### src/hdl/swdbe_pkg.sv
`timescale 1ns / 1ps
// Shared types and constants for the serial wire debug master bit engine.
// Used by the front end, the command queue, the pulse sequencer and the top level.
package swdbe_pkg;

	localparam int DATA_W       = 32;
	localparam int CNT_W        = 6;
	localparam int IDX_W        = 5;
	localparam int HP_W         = 8;
	localparam int TMR_W        = HP_W + 1;
	localparam int MAX_BITS_DEF = 32;
	localparam int QDEPTH_DEF   = 2;

	// Command codes.
	localparam logic [1:0] CMD_WR     = 2'd0;
	localparam logic [1:0] CMD_WR_PAR = 2'd1;
	localparam logic [1:0] CMD_RD     = 2'd2;
	localparam logic [1:0] CMD_RD_PAR = 2'd3;

	// Pulse kinds reported with each result.
	localparam logic [1:0] KIND_TURN  = 2'd0;
	localparam logic [1:0] KIND_DATA  = 2'd1;
	localparam logic [1:0] KIND_PAR   = 2'd2;
	localparam logic [1:0] KIND_NONE  = 2'd3;

	// A classified command, as it travels from the front end to the sequencer.
	typedef struct packed {
		logic              writing;
		logic              with_par;
		logic              pre_ta;
		logic [CNT_W-1:0]  count;
		logic [DATA_W-1:0] out_data;
		logic              par_out;
		logic [DATA_W-1:0] word;
		logic              good;
	} desc_t;

	// Queue status seen by the two sides.
	typedef struct packed {
		logic full;
		logic empty;
	} q_stat_t;

endpackage

### src/hdl/swdbe_front.sv
`timescale 1ns / 1ps
// Front end: accepts command items, tracks the SWDIO direction and classifies each item.
// Depends on swdbe_pkg.
module swdbe_front import swdbe_pkg::*; #(
	parameter int MAX_BITS = MAX_BITS_DEF
) (
	input  logic              clk,
	input  logic              arst_n,
	input  logic              in_valid,
	output logic              in_ready,
	input  logic [1:0]        cmd,
	input  logic [CNT_W-1:0]  bit_count,
	input  logic [DATA_W-1:0] out_data,
	input  logic [DATA_W-1:0] line_data,
	input  logic              line_parity,
	input  q_stat_t           q_stat,
	output logic              q_push,
	output desc_t             q_desc
);

	localparam int LIMIT = (MAX_BITS < DATA_W) ? MAX_BITS : DATA_W;

	logic              dir_q;
	logic              writing;
	logic              with_par;
	logic [CNT_W-1:0]  count;
	logic [DATA_W-1:0] mask;
	logic [DATA_W-1:0] word;

	assign in_ready = !q_stat.full;
	assign q_push   = in_valid && in_ready;

	assign writing  = (cmd == CMD_WR) || (cmd == CMD_WR_PAR);
	assign with_par = (cmd == CMD_WR_PAR) || (cmd == CMD_RD_PAR);
	assign count    = (bit_count > CNT_W'(LIMIT)) ? CNT_W'(LIMIT) : bit_count;

	always_comb begin
		for (int i = 0; i < DATA_W; i++) begin
			mask[i] = (CNT_W'(i) < count);
		end
	end

	assign word = line_data & mask;

	always_comb begin
		q_desc.writing  = writing;
		q_desc.with_par = with_par;
		q_desc.pre_ta   = writing ? !dir_q : dir_q;
		q_desc.count    = count;
		q_desc.out_data = out_data;
		q_desc.par_out  = ^out_data;
		q_desc.word     = writing ? '0 : word;
		q_desc.good     = (!writing && with_par) ? (line_parity == ^word) : 1'b0;
	end

	// A read with parity hands the line back to the host at its end.
	always_ff @(posedge clk or negedge arst_n) begin
		if (!arst_n) begin
			dir_q <= 1'b0;
		end else if (q_push) begin
			dir_q <= writing || with_par;
		end
	end

endmodule

### src/hdl/swdbe_queue.sv
`timescale 1ns / 1ps
// Short queue of classified commands between the front end and the sequencer.
// Depends on swdbe_pkg.
module swdbe_queue import swdbe_pkg::*; #(
	parameter int DEPTH = QDEPTH_DEF
) (
	input  logic    clk,
	input  logic    arst_n,
	input  logic    push,
	input  desc_t   push_desc,
	input  logic    pop,
	output desc_t   pop_desc,
	output q_stat_t stat
);

	localparam int PTR_W = (DEPTH > 1) ? $clog2(DEPTH) : 1;
	localparam int CNT_QW = $clog2(DEPTH + 1);

	desc_t              mem_q [DEPTH];
	logic [PTR_W-1:0]   wr_ptr_q;
	logic [PTR_W-1:0]   rd_ptr_q;
	logic [CNT_QW-1:0]  fill_q;

	assign stat.full  = (fill_q == CNT_QW'(DEPTH));
	assign stat.empty = (fill_q == '0);
	assign pop_desc   = mem_q[rd_ptr_q];

	function automatic logic [PTR_W-1:0] ptr_inc(input logic [PTR_W-1:0] p);
		ptr_inc = (p == PTR_W'(DEPTH - 1)) ? '0 : p + PTR_W'(1);
	endfunction

	always_ff @(posedge clk) begin
		if (push) begin
			mem_q[wr_ptr_q] <= push_desc;
		end
	end

	always_ff @(posedge clk or negedge arst_n) begin
		if (!arst_n) begin
			wr_ptr_q <= '0;
			rd_ptr_q <= '0;
			fill_q   <= '0;
		end else begin
			if (push) begin
				wr_ptr_q <= ptr_inc(wr_ptr_q);
			end
			if (pop) begin
				rd_ptr_q <= ptr_inc(rd_ptr_q);
			end
			if (push && !pop) begin
				fill_q <= fill_q + CNT_QW'(1);
			end else if (pop && !push) begin
				fill_q <= fill_q - CNT_QW'(1);
			end
		end
	end

	a_no_overflow: assert property (@(posedge clk) disable iff (!arst_n)
		push |-> !stat.full) else $error("queue written while full");
	a_no_underflow: assert property (@(posedge clk) disable iff (!arst_n)
		pop |-> !stat.empty) else $error("queue read while empty");
	a_fill_bound: assert property (@(posedge clk) disable iff (!arst_n)
		fill_q <= CNT_QW'(DEPTH)) else $error("queue fill count out of range");

endmodule

### src/hdl/swdbe_back.sv
`timescale 1ns / 1ps
// Pulse sequencer: walks one classified command through its SWCLK pulses,
// paces them by the half period register and delivers one result per pulse. Uses swdbe_pkg.
module swdbe_back import swdbe_pkg::*; (
	input  logic              clk,
	input  logic              arst_n,
	input  logic              cfg_we,
	input  logic [HP_W-1:0]   cfg_wdata,
	input  q_stat_t           q_stat,
	input  desc_t             q_desc,
	output logic              q_pop,
	output logic              out_valid,
	input  logic              out_ready,
	output logic [1:0]        pulse_kind,
	output logic              swdio_driven,
	output logic              swdio_level,
	output logic [DATA_W-1:0] read_word,
	output logic              parity_good,
	output logic              last
);

	localparam logic [2:0] PH_IDLE    = 3'd0;
	localparam logic [2:0] PH_TA_PRE  = 3'd1;
	localparam logic [2:0] PH_DATA    = 3'd2;
	localparam logic [2:0] PH_PAR     = 3'd3;
	localparam logic [2:0] PH_TA_POST = 3'd4;
	localparam logic [2:0] PH_NONE    = 3'd5;

	logic [HP_W-1:0]   half_period_q;
	logic [2:0]        phase_q;
	logic [IDX_W-1:0]  idx_q;
	logic [TMR_W-1:0]  timer_q;
	desc_t             desc_q;
	logic              out_valid_q;
	logic [1:0]        kind_q;
	logic              drv_q;
	logic              lvl_q;
	logic [DATA_W-1:0] word_q;
	logic              good_q;
	logic              last_q;

	logic              out_free;
	logic              emit;
	logic              idx_end;
	logic [2:0]        start_ph;
	logic [2:0]        nxt_ph;
	logic [1:0]        cur_kind;
	logic              cur_drv;
	logic              cur_lvl;
	logic              cur_last;

	assign out_free = !out_valid_q || out_ready;
	assign q_pop    = (phase_q == PH_IDLE) && !q_stat.empty;
	assign emit     = (phase_q != PH_IDLE) && (timer_q == '0) && out_free;
	assign idx_end  = (CNT_W'(idx_q) + CNT_W'(1)) == desc_q.count;

	// First pulse of a newly fetched command.
	always_comb begin
		if (q_desc.pre_ta) begin
			start_ph = PH_TA_PRE;
		end else if (q_desc.count != '0) begin
			start_ph = PH_DATA;
		end else if (q_desc.with_par) begin
			start_ph = PH_PAR;
		end else begin
			start_ph = PH_NONE;
		end
	end

	// The current pulse and the one that follows it.
	always_comb begin
		cur_kind = KIND_NONE;
		cur_drv  = 1'b0;
		cur_lvl  = 1'b0;
		nxt_ph   = PH_IDLE;
		case (phase_q)
			PH_TA_PRE: begin
				cur_kind = KIND_TURN;
				if (desc_q.count != '0) begin
					nxt_ph = PH_DATA;
				end else if (desc_q.with_par) begin
					nxt_ph = PH_PAR;
				end
			end
			PH_DATA: begin
				cur_kind = KIND_DATA;
				cur_drv  = desc_q.writing;
				cur_lvl  = desc_q.writing && desc_q.out_data[idx_q];
				if (!idx_end) begin
					nxt_ph = PH_DATA;
				end else if (desc_q.with_par) begin
					nxt_ph = PH_PAR;
				end
			end
			PH_PAR: begin
				cur_kind = KIND_PAR;
				cur_drv  = desc_q.writing;
				cur_lvl  = desc_q.writing && desc_q.par_out;
				if (!desc_q.writing) begin
					nxt_ph = PH_TA_POST;
				end
			end
			PH_TA_POST: begin
				cur_kind = KIND_TURN;
			end
			default: begin
				cur_kind = KIND_NONE;
			end
		endcase
		cur_last = (nxt_ph == PH_IDLE);
	end

	always_ff @(posedge clk or negedge arst_n) begin
		if (!arst_n) begin
			half_period_q <= '0;
		end else if (cfg_we) begin
			half_period_q <= cfg_wdata;
		end
	end

	always_ff @(posedge clk or negedge arst_n) begin
		if (!arst_n) begin
			phase_q     <= PH_IDLE;
			idx_q       <= '0;
			timer_q     <= '0;
			out_valid_q <= 1'b0;
		end else begin
			if (q_pop) begin
				phase_q <= start_ph;
				idx_q   <= '0;
				timer_q <= {half_period_q, 1'b1};
			end else if (phase_q != PH_IDLE) begin
				if (timer_q != '0) begin
					timer_q <= timer_q - TMR_W'(1);
				end else if (out_free) begin
					phase_q <= nxt_ph;
					timer_q <= {half_period_q, 1'b1};
					if (phase_q == PH_DATA) begin
						idx_q <= idx_q + IDX_W'(1);
					end
				end
			end
			if (emit) begin
				out_valid_q <= 1'b1;
			end else if (out_ready) begin
				out_valid_q <= 1'b0;
			end
		end
	end

	always_ff @(posedge clk) begin
		if (q_pop) begin
			desc_q <= q_desc;
		end
		if (emit) begin
			kind_q <= cur_kind;
			drv_q  <= cur_drv;
			lvl_q  <= cur_lvl;
			last_q <= cur_last;
			word_q <= (cur_last && !desc_q.writing) ? desc_q.word : '0;
			good_q <= cur_last && !desc_q.writing && desc_q.good;
		end
	end

	assign out_valid    = out_valid_q;
	assign pulse_kind   = kind_q;
	assign swdio_driven = drv_q;
	assign swdio_level  = lvl_q;
	assign read_word    = word_q;
	assign parity_good  = good_q;
	assign last         = last_q;

	a_last_ends: assert property (@(posedge clk) disable iff (!arst_n)
		emit && cur_last |=> phase_q == PH_IDLE) else $error("sequencer ran past last pulse");
	a_idx_range: assert property (@(posedge clk) disable iff (!arst_n)
		phase_q == PH_DATA |-> CNT_W'(idx_q) < desc_q.count)
		else $error("data index beyond bit count");
	a_none_last: assert property (@(posedge clk) disable iff (!arst_n)
		out_valid_q && kind_q == KIND_NONE |-> last_q)
		else $error("no-clock result not marked last");
	a_float_level: assert property (@(posedge clk) disable iff (!arst_n)
		out_valid_q && !drv_q |-> !lvl_q) else $error("level set on floating line");

endmodule

### src/hdl/swd_master_bit_engine.sv
`timescale 1ns / 1ps
// Top level of the serial wire debug master bit engine.
// Instantiates swdbe_front, swdbe_queue and swdbe_back; depends on swdbe_pkg.
//
// Usage:
//   Input channel (in_valid/in_ready) carries one command item: cmd, bit_count,
//   out_data, and for reads the line_data/line_parity the target presents.
//   Output channel (out_valid/out_ready) carries one result item per SWCLK pulse,
//   with last set on the final result of each command. A command with no pulse
//   gives one no-clock result. The half period register is written through
//   cfg_we/cfg_wdata, by the user only while idle; the block does not enforce it.
// Timing:
//   Each pulse is paced in the pulse sequencer by the half period register,
//   and one timer paces every pulse of a command. A command of up to 35
//   pulses is fetched from the command queue before its first pulse. An
//   item accepted while the sequencer is idle is fetched in the cycle after
//   it is accepted, and its first result is registered once the timer loaded
//   at the fetch runs out and the output register is free. The front end
//   accepts a new item in any cycle in which the two-entry command queue has
//   room, so commands can be queued ahead.
// Reset:
//   arst_n clears the queue, the sequencer and the output valid flag, sets the
//   half period to zero and marks SWDIO as not driven in the front end.
// Stalls:
//   When out_ready is low the finished result holds in the output register and
//   the sequencer waits; the front end keeps accepting until the queue fills.
module swd_master_bit_engine import swdbe_pkg::*; #(
	parameter int MAX_BITS = MAX_BITS_DEF,
	parameter int QDEPTH   = QDEPTH_DEF
) (
	input  logic              clk,
	input  logic              arst_n,
	input  logic              cfg_we,
	input  logic [HP_W-1:0]   cfg_wdata,
	input  logic              in_valid,
	output logic              in_ready,
	input  logic [1:0]        cmd,
	input  logic [CNT_W-1:0]  bit_count,
	input  logic [DATA_W-1:0] out_data,
	input  logic [DATA_W-1:0] line_data,
	input  logic              line_parity,
	output logic              out_valid,
	input  logic              out_ready,
	output logic [1:0]        pulse_kind,
	output logic              swdio_driven,
	output logic              swdio_level,
	output logic [DATA_W-1:0] read_word,
	output logic              parity_good,
	output logic              last
);

	q_stat_t q_stat;
	logic    q_push;
	logic    q_pop;
	desc_t   push_desc;
	desc_t   pop_desc;

	// Front end: classifies commands and decides whether each starts with a turnaround.
	swdbe_front #(
		.MAX_BITS (MAX_BITS)
	) u_front (
		.clk         (clk),
		.arst_n      (arst_n),
		.in_valid    (in_valid),
		.in_ready    (in_ready),
		.cmd         (cmd),
		.bit_count   (bit_count),
		.out_data    (out_data),
		.line_data   (line_data),
		.line_parity (line_parity),
		.q_stat      (q_stat),
		.q_push      (q_push),
		.q_desc      (push_desc)
	);

	// Command queue between the two sides.
	swdbe_queue #(
		.DEPTH (QDEPTH)
	) u_queue (
		.clk       (clk),
		.arst_n    (arst_n),
		.push      (q_push),
		.push_desc (push_desc),
		.pop       (q_pop),
		.pop_desc  (pop_desc),
		.stat      (q_stat)
	);

	// Pulse sequencer with the output register.
	swdbe_back u_back (
		.clk          (clk),
		.arst_n       (arst_n),
		.cfg_we       (cfg_we),
		.cfg_wdata    (cfg_wdata),
		.q_stat       (q_stat),
		.q_desc       (pop_desc),
		.q_pop        (q_pop),
		.out_valid    (out_valid),
		.out_ready    (out_ready),
		.pulse_kind   (pulse_kind),
		.swdio_driven (swdio_driven),
		.swdio_level  (swdio_level),
		.read_word    (read_word),
		.parity_good  (parity_good),
		.last         (last)
	);

endmodule
### config.mk
export PLATFORM = sky130hd
export DESIGN_NAME = swd_master_bit_engine
export DESIGN_NICKNAME = d
export VERILOG_FILES = /design/src/hdl/swdbe_pkg.sv /design/src/hdl/swdbe_front.sv /design/src/hdl/swdbe_queue.sv /design/src/hdl/swdbe_back.sv /design/src/hdl/swd_master_bit_engine.sv
export SDC_FILE = /design/constraint.sdc
export NUM_CORES = 1
export LEC_CHECK = 0
export ABC_AREA = 1
export BUFFER_PORTS_ARGS = -buffer_cell sky130_fd_sc_hd__buf_2
export CAP_MARGIN = 25
export CORE_MARGIN = 2
export CORE_UTILIZATION = 33
export CTS_BUF_LIST = sky130_fd_sc_hd__clkbuf_8 sky130_fd_sc_hd__clkbuf_16
export CTS_CLUSTER_DIAMETER = 50
export CTS_CLUSTER_SIZE = 40
export DETAILED_ROUTE_END_ITERATION = 12
export HOLD_SLACK_MARGIN = 0.12
export PLACE_DENSITY = 0.59
export SYNTH_ARGS = -nofsm -noshare
export SYNTH_HDL_FRONTEND = slang
export SYNTH_SLANG_ARGS = --single-unit
### constraint.sdc
create_clock -name clk -period 5.6 [get_ports clk]
set_input_delay 1.12 -clock clk [delete_from_list [all_inputs] [get_ports clk]]
set_output_delay 1.12 -clock clk [all_outputs]
set_load 0.02 [all_outputs]
==> results of run 1 <==
report_power, final:
part | switching, mW | internal [mW]
Combinational | 0.455 | 0.192
Clock | 0.917 | 1.11
Sequential | 0.0706 | 2.74
layout make-up:
type,count,area [µm²],share of cell area (%)
flip-flops and latches,293,8650,57.9
multi-input cells,745,3490,23.4
repair buffers,136,721,4.83
clock buffers,28,701,4.69
well taps,511,639,4.28
inverters,109,412,2.76
clock inverters,24,318,2.13
registers in the layout (all words and copies together), names as in the netlist:
register              flops
u_back.last               1
u_back.parity_good        1
u_queue.rd_ptr_q          1
u_front.dir_q             1
u_back.out_valid          1
u_back.idx_q              5
u_queue.mem_q           150
u_back.half_period_q      8
u_back.pulse_kind         2
u_back.phase_q            3
u_queue.fill_q            2
u_queue.wr_ptr_q          1
u_back.timer_q            9
u_back.desc_q            74
u_back.swdio_level        1
u_back.swdio_driven       1
u_back.read_word         32
worst paths after layout:
path                                                from                             to  slack [ps]
max in group asynchronous                         arst_n   u_queue.rd_ptr_q$_DFFE_PN0P_        4480
min in group asynchronous                         arst_n  u_back.timer_q[2]$_DFFE_PN0P_         590
hold / removal             u_queue.fill_q[0]$_DFFE_PN0P_  u_queue.fill_q[0]$_DFFE_PN0P_         480
setup reg to reg             u_back.idx_q[0]$_DFFE_PN0P_   u_back.parity_good$_DFFE_PP_        1940
hold reg to reg            u_queue.fill_q[0]$_DFFE_PN0P_  u_queue.fill_q[0]$_DFFE_PN0P_         480
setup / recovery             u_back.idx_q[0]$_DFFE_PN0P_   u_back.parity_good$_DFFE_PP_        1940
per-layer routing:
layer	part of all wire (%)	track usage, %
met1	46	19.1
met2	46	22.3
met3	5.8	2.65
met4	2.5	4.72
met5	0	0
layout by cell type, fill, tap and decap left out, types with 2 or more instances in the layout:
master	n
dfrtp_1	30
inv_2	3
o21ai_0	44
a21boi_1	2
clkinv_1	4
a31oi_1	3
clkinv_8	3
nor2_1	124
xor2_1	13
nand4_1	9
edfxtp_1	262
clkinvlp_4	3
o21ai_1	4
inv_1	104
bufinv_16	3
o211ai_1	3
nor2_4	4
nand2_2	4
nor4_1	2
ha_1	3
o22ai_1	17
inv_6	3
nand3_1	54
clkinv_2	2
mux2_2	5
inv_8	3
a211oi_1	3
xnor2_1	34
clkbuf_16	28
or2_2	2
buf_4	10
nor3_1	6
buf_2	125
o21ai_2	3
nand2_1	389
nor2_2	5
worst register-to-register path, stage by stage (launching register included):
cell	delay [ps]
dfrtp_1	810
clkinv_1	690
o21ai_0	350
nand2_1	130
xnor2_1	150
a211oi_1	180
nand2_1	130
o21ai_1	130
nand2_1	90
nor2_2	120
nand2_1	240
buf_4	320
nor2_1	160
per-stage QoR:
stage	cell area [µm²]	utilization, %	setup slack [ps]	total power, mW
2_1_floorplan	12600	-	695	3.29
3_3_place_gp	13900	36.9	2130	3.49
3_5_place_dp	13900	36.9	1980	3.52
4_1_cts	14900	39.6	1940	5.56
5_1_grt	14900	39.6	1600	5.73
6_report	14900	39.6	1940	5.48
cells by family (layout without fill, tap and decap cells):
family                     count (synthesis)  after routing  synth area share [%]
and+or+nand+nor                          604            604                  19.3
DFF                                      293            293                  68.3
buffers and inverters                    141            297                  4.27
AOI/OAI and AO/OA                         84             84                  3.94
xor gates and xnor gates                  48             48                  3.38
muxes                                      6              6                 0.524
adders and majority gates                  3              3                 0.297
==> flow_metrics.tcl, run 1 <==
set metrics [dict create \
    clkTransAtPathRegs_ps 70 \
    dp.cells 1793 \
    avgSynthCellArea_um2 10.7 \
    clk_latency_ps 580 \
    peakVddDrop_mv 0.217 \
    fin_nets 1402 \
    hold_class "reg -> reg" \
    max_stage_delay_ps 810 \
    antenna_found_initial 0 \
    required_ps 6030 \
    cp_slowest_cell "dfrtp_1" \
    num_antenna_cells 0 \
    crit_top_cell "nand2_1" \
    cts_tree "done" \
    grt_pass1_wl_mm 42.9 \
    whs_path_depth 1 \
    cap_violations 0 \
    fmax_mhz 273 \
    die_x_um 200 \
    dieArea_mm2 0.0399 \
    cts_root_buffer "clkbuf_16" \
    worstPathMaxFanout 27 \
    core_area_mm2 0.0377 \
    dr.first_iter.drc_count 548 \
    postRouteAntennaNets 0 \
    wl_per_cell_um 15.0 \
    place_congestion 0.842 \
    fin_skew_ps 12.7 \
    critical_path_class "reg -> reg" \
    path_cells "clkinv_1, o21ai_0, nand2_1, xnor2_1, a211oi_1, nand2_1, o21ai_1, nand2_1, nor2_2, nand2_1, buf_4, nor2_1" \
    ys_seq_elements 293 \
    final-setup-viol-count 0 \
    drive_gt1_share_pct 16.4 \
    cts-htree-levels 1 \
    ctsResizeCount 0 \
    synth.largest_area_cell "edfxtp_1" \
    vias 8396 \
    grt_max_degree 77 \
    cts_setup_buffers 0 \
    drv_slew 0 \
    outcome "finished, final reports clean" \
    ctsHoldBuffers 0 \
    grt_pass1_vias 8157 \
    critical_path_arrival_ps 4090 \
    synth_cells 1179 \
    fin_cells 1846 \
    synthArstFlopShare_pct 10.6 \
    yosysWarnings 0 \
    synth_edf_count 262 \
    yosys-top-cells-area "edfxtp_1 (62%), nand2_1 (12%), dfrtp_1 (6.1%)" \
    layout-area-overhead-vs-synth_pct 18.1 \
    via_per_inst 4.55 \
    start_kind "flip-flop" \
    timing.final.crit_share_pct 65.3 \
    drt_pass1_iterations 6 \
    synth_cell_types 43 \
    tightest_slew_ps 920 \
    grt_overflow_total 0 \
    clk_path_buf_depth 3 \
    ys.flop_type "edfxtp_1" \
    io-pin-count 126 \
    period_needed_ps 3660 \
    r2r_cells 12 \
    final.fill_count 3690 \
    cts_buffers 28 \
    grt_setup_unrepaired "false" \
    crit_buf_inv 2 \
    finalHoldViolations 0 \
    clock-sinks 293 \
    endpoint_kind "flip-flop" \
    worst-path-stages 12 \
    crit_family "buffers and inverters" \
    rows 71 \
    netlist_top_cells_count "nand2_1 (389), edfxtp_1 (262), nor2_1 (127)" \
    power_density_mw_per_mm2 367 \
    setup-tns-final_ps 0 \
    port-buffer-count 125 \
    whs_ps 480 \
    relSlewSlack_pct 38.7 \
    netlist.area_leader.share_pct 62.2 \
    leakagePower_nw 6.20 \
    syn_nets 1268 \
    yosysMostFrequentCell "nand2_1" \
    die_h_um 200 \
    dp_hpwl_mm 18.9 \
    initial_utilization_pct 33.6 \
    drc 0 \
    yosysSeqAreaShare_pct 68.3 \
    synth_area_mm2 0.0126 \
    wirelength_mm 27.6 \
    grt_usage_pct 13.9 \
]
No activity file was read; power rests on OpenSTA's default activity.
==> run 2: changes to the inputs <==
==> constraint.sdc (replaced) <==
create_clock -name clk -period 3.7 [get_ports clk]
set_input_delay 0.74 -clock clk [delete_from_list [all_inputs] [get_ports clk]]
set_output_delay 0.74 -clock clk [all_outputs]
set_load 0.02 [all_outputs]
==> run 2 against run 1 <==
Effect of this change: final area grew 0.32%; sequential cell count unchanged; clock-buffer cell count unchanged; combinational power increased by 54%; worst setup slack got worse by 930 ps; critical path depth unchanged; routed wire length is 0.13% lower; die area unchanged; final cell count stayed put; via count down 0.76%; critical endpoint is now u_back.read_word[2]$_SDFFCE_PN0P_; largest power group unchanged.
==> flow_metrics.tcl, run 2 (same netlist as run 1, synthesis figures left out) <==
set metrics [dict create \
    met1_usage_pct 19.7 \
    cts_tree "done" \
    use_met3_pct 2.34 \
    grt_pass1_wl_mm 42.8 \
    period_needed_ps 2690 \
    grtUsageMet2_pct 21.8 \
    cts_setup_buffers 0 \
    hold_class "in -> async" \
    cts-htree-levels 1 \
    initial_utilization_pct 33.6 \
    r2r-end "u_back.read_word[2]$_SDFFCE_PN0P_" \
    grt_usage_pct 13.8 \
    cp_slowest_cell "dfrtp_1" \
    postRouteAntennaNets 0 \
    dp.cells 1794 \
    fin_cells 1846 \
    crit_top_cell "nand2_1" \
    most-common-layout-cells "nand2_1 (389), edfxtp_1 (262), buf_2 (125)" \
    start_kind "flip-flop" \
    fmax_mhz 371 \
    endpoint_kind "flip-flop" \
    clock-sinks 293 \
    grt_pass1_vias 7818 \
    dp_slack_ps 840 \
    port-buffer-count 125 \
    clk_latency_ps 580 \
    num_antenna_cells 0 \
    fin_skew_ps 28.5 \
    required_ps 4110 \
    wl_per_cell_um 14.9 \
    fin_nets 1402 \
    drc 0 \
    timing.final.crit_share_pct 72.8 \
    path_cells "ha_1, nand3_1, xor2_1, o22ai_1, a211oi_1, nand2_1, o21ai_1, nand2_1, nor2_2, nand2_1, buf_4, nor2_1" \
    fin_area_mm2 0.0150 \
    leakagePower_nw 6.21 \
    cap_violations 0 \
    largest_reg_flops 150 \
    vias 8332 \
    grt_max_degree 78 \
    final-setup-viol-count 0 \
    dp_hpwl_mm 18.7 \
    layout-area-overhead-vs-synth_pct 18.4 \
    relSlewSlack_pct 46.8 \
    worst_slack_ps 1010 \
    antenna_found_initial 0 \
    worstPathMaxFanout 27 \
    setup-tns-final_ps 0 \
    ctsResizeCount 0 \
    rows 71 \
    worstReg2RegStart "u_back.idx_q[0]$_DFFE_PN0P_" \
    largest_register "u_queue.mem_q" \
    r2r_slack_ps 1010 \
    clk_path_buf_depth 3 \
    cts_buffers 28 \
    dr.first_iter.drc_count 493 \
    drv_slew 0 \
    ctsHoldBuffers 0 \
    wirelength_mm 27.6 \
    power_density_mw_per_mm2 556 \
    place_congestion 0.837 \
    grt_setup_unrepaired "false" \
    final_common_cell "nand2_1" \
    core_area_mm2 0.0377 \
    finalHoldViolations 0 \
    r2r_cells 12 \
    grt.busiest_layer "met2" \
    io-pin-count 126 \
    cts_root_buffer "clkbuf_16" \
    max_stage_delay_ps 610 \
    peakVddDrop_mv 0.321 \
    die_h_um 200 \
    clkTransAtPathRegs_ps 70 \
    critical_path_arrival_ps 3100 \
    grt_overflow_total 0 \
    dieArea_mm2 0.0399 \
    die_x_um 200 \
    placed_area_mm2 0.0139 \
    drive_gt1_share_pct 16.6 \
    tightest_slew_ps 797 \
    final.fill_count 3656 \
    critical_path_class "reg -> reg" \
    via_per_inst 4.51 \
    outcome "finished, final reports clean" \
    drt_pass1_iterations 5 \
]
[run 2: per-layer routing]
layer  up-vias  part of all wire (%)
met5         -                     0
met4         0                   1.8
met3        32                   5.5
met2       179                    46
met1      3928                    47
li1       4193                     -
[run 2: cell type report]
type	instances	area, µm²	share of cell area (%)
sequential	293	8640	57.7
multi-input combinational	745	3490	23.3
timing repair buffer	136	746	4.98
clock buffer	28	701	4.68
tap	511	639	4.27
inverter	109	412	2.75
clock inverter	24	343	2.29
[run 2: metrics by stage]
stage | hold WS [ps] | utilization, % | total power [mW]
2_1_floorplan | 444 | - | 4.97
3_3_place_gp | 462 | 37.0 | 5.30
3_5_place_dp | 468 | 37.0 | 5.33
4_1_cts | 223 | 39.8 | 8.43
5_1_grt | 265 | 39.8 | 8.68
6_report | 224 | 39.8 | 8.32
[run 2: worst max-delay path by stage]
stage | from | end | slack (ps) | depth (start not counted)
3_5_place_dp | bit_count[3] | u_queue.mem_q[0][0]$_DFFE_PP_ | 840 | 20
2_1_floorplan | u_back.timer_q[0]$_DFFE_PN0P_ | u_back.idx_q[1]$_DFFE_PN0P_ | 10 | 12
4_1_cts | u_back.idx_q[0]$_DFFE_PN0P_ | u_back.read_word[0]$_SDFFCE_PN0P_ | 980 | 12
5_1_grt | u_back.idx_q[0]$_DFFE_PN0P_ | u_back.read_word[2]$_SDFFCE_PN0P_ | 650 | 12
6_report | u_back.idx_q[0]$_DFFE_PN0P_ | u_back.read_word[2]$_SDFFCE_PN0P_ | 1010 | 12
3_3_place_gp | bit_count[3] | u_queue.mem_q[0][0]$_DFFE_PP_ | 800 | 20
[run 2: worst max-delay path: cells and delay by family, from the launching register on]
family / cells / cell delay, ps
AO/OA/AOI/OAI: 3 / 410
XOR/XNOR: 1 / 240
adder cells (fa/ha/maj): 1 / 260
buffers and inverters: 1 / 290
flip-flops: 1 / 610
AND/OR/NAND/NOR: 6 / 700
[run 2: report_power, final]
part / leakage [nW] / internal [mW] / switching, mW
clock: 0.495 / 1.60 / 1.49
sequential: 2.79 / 4.14 / 0.103
combinational: 2.93 / 0.305 / 0.690
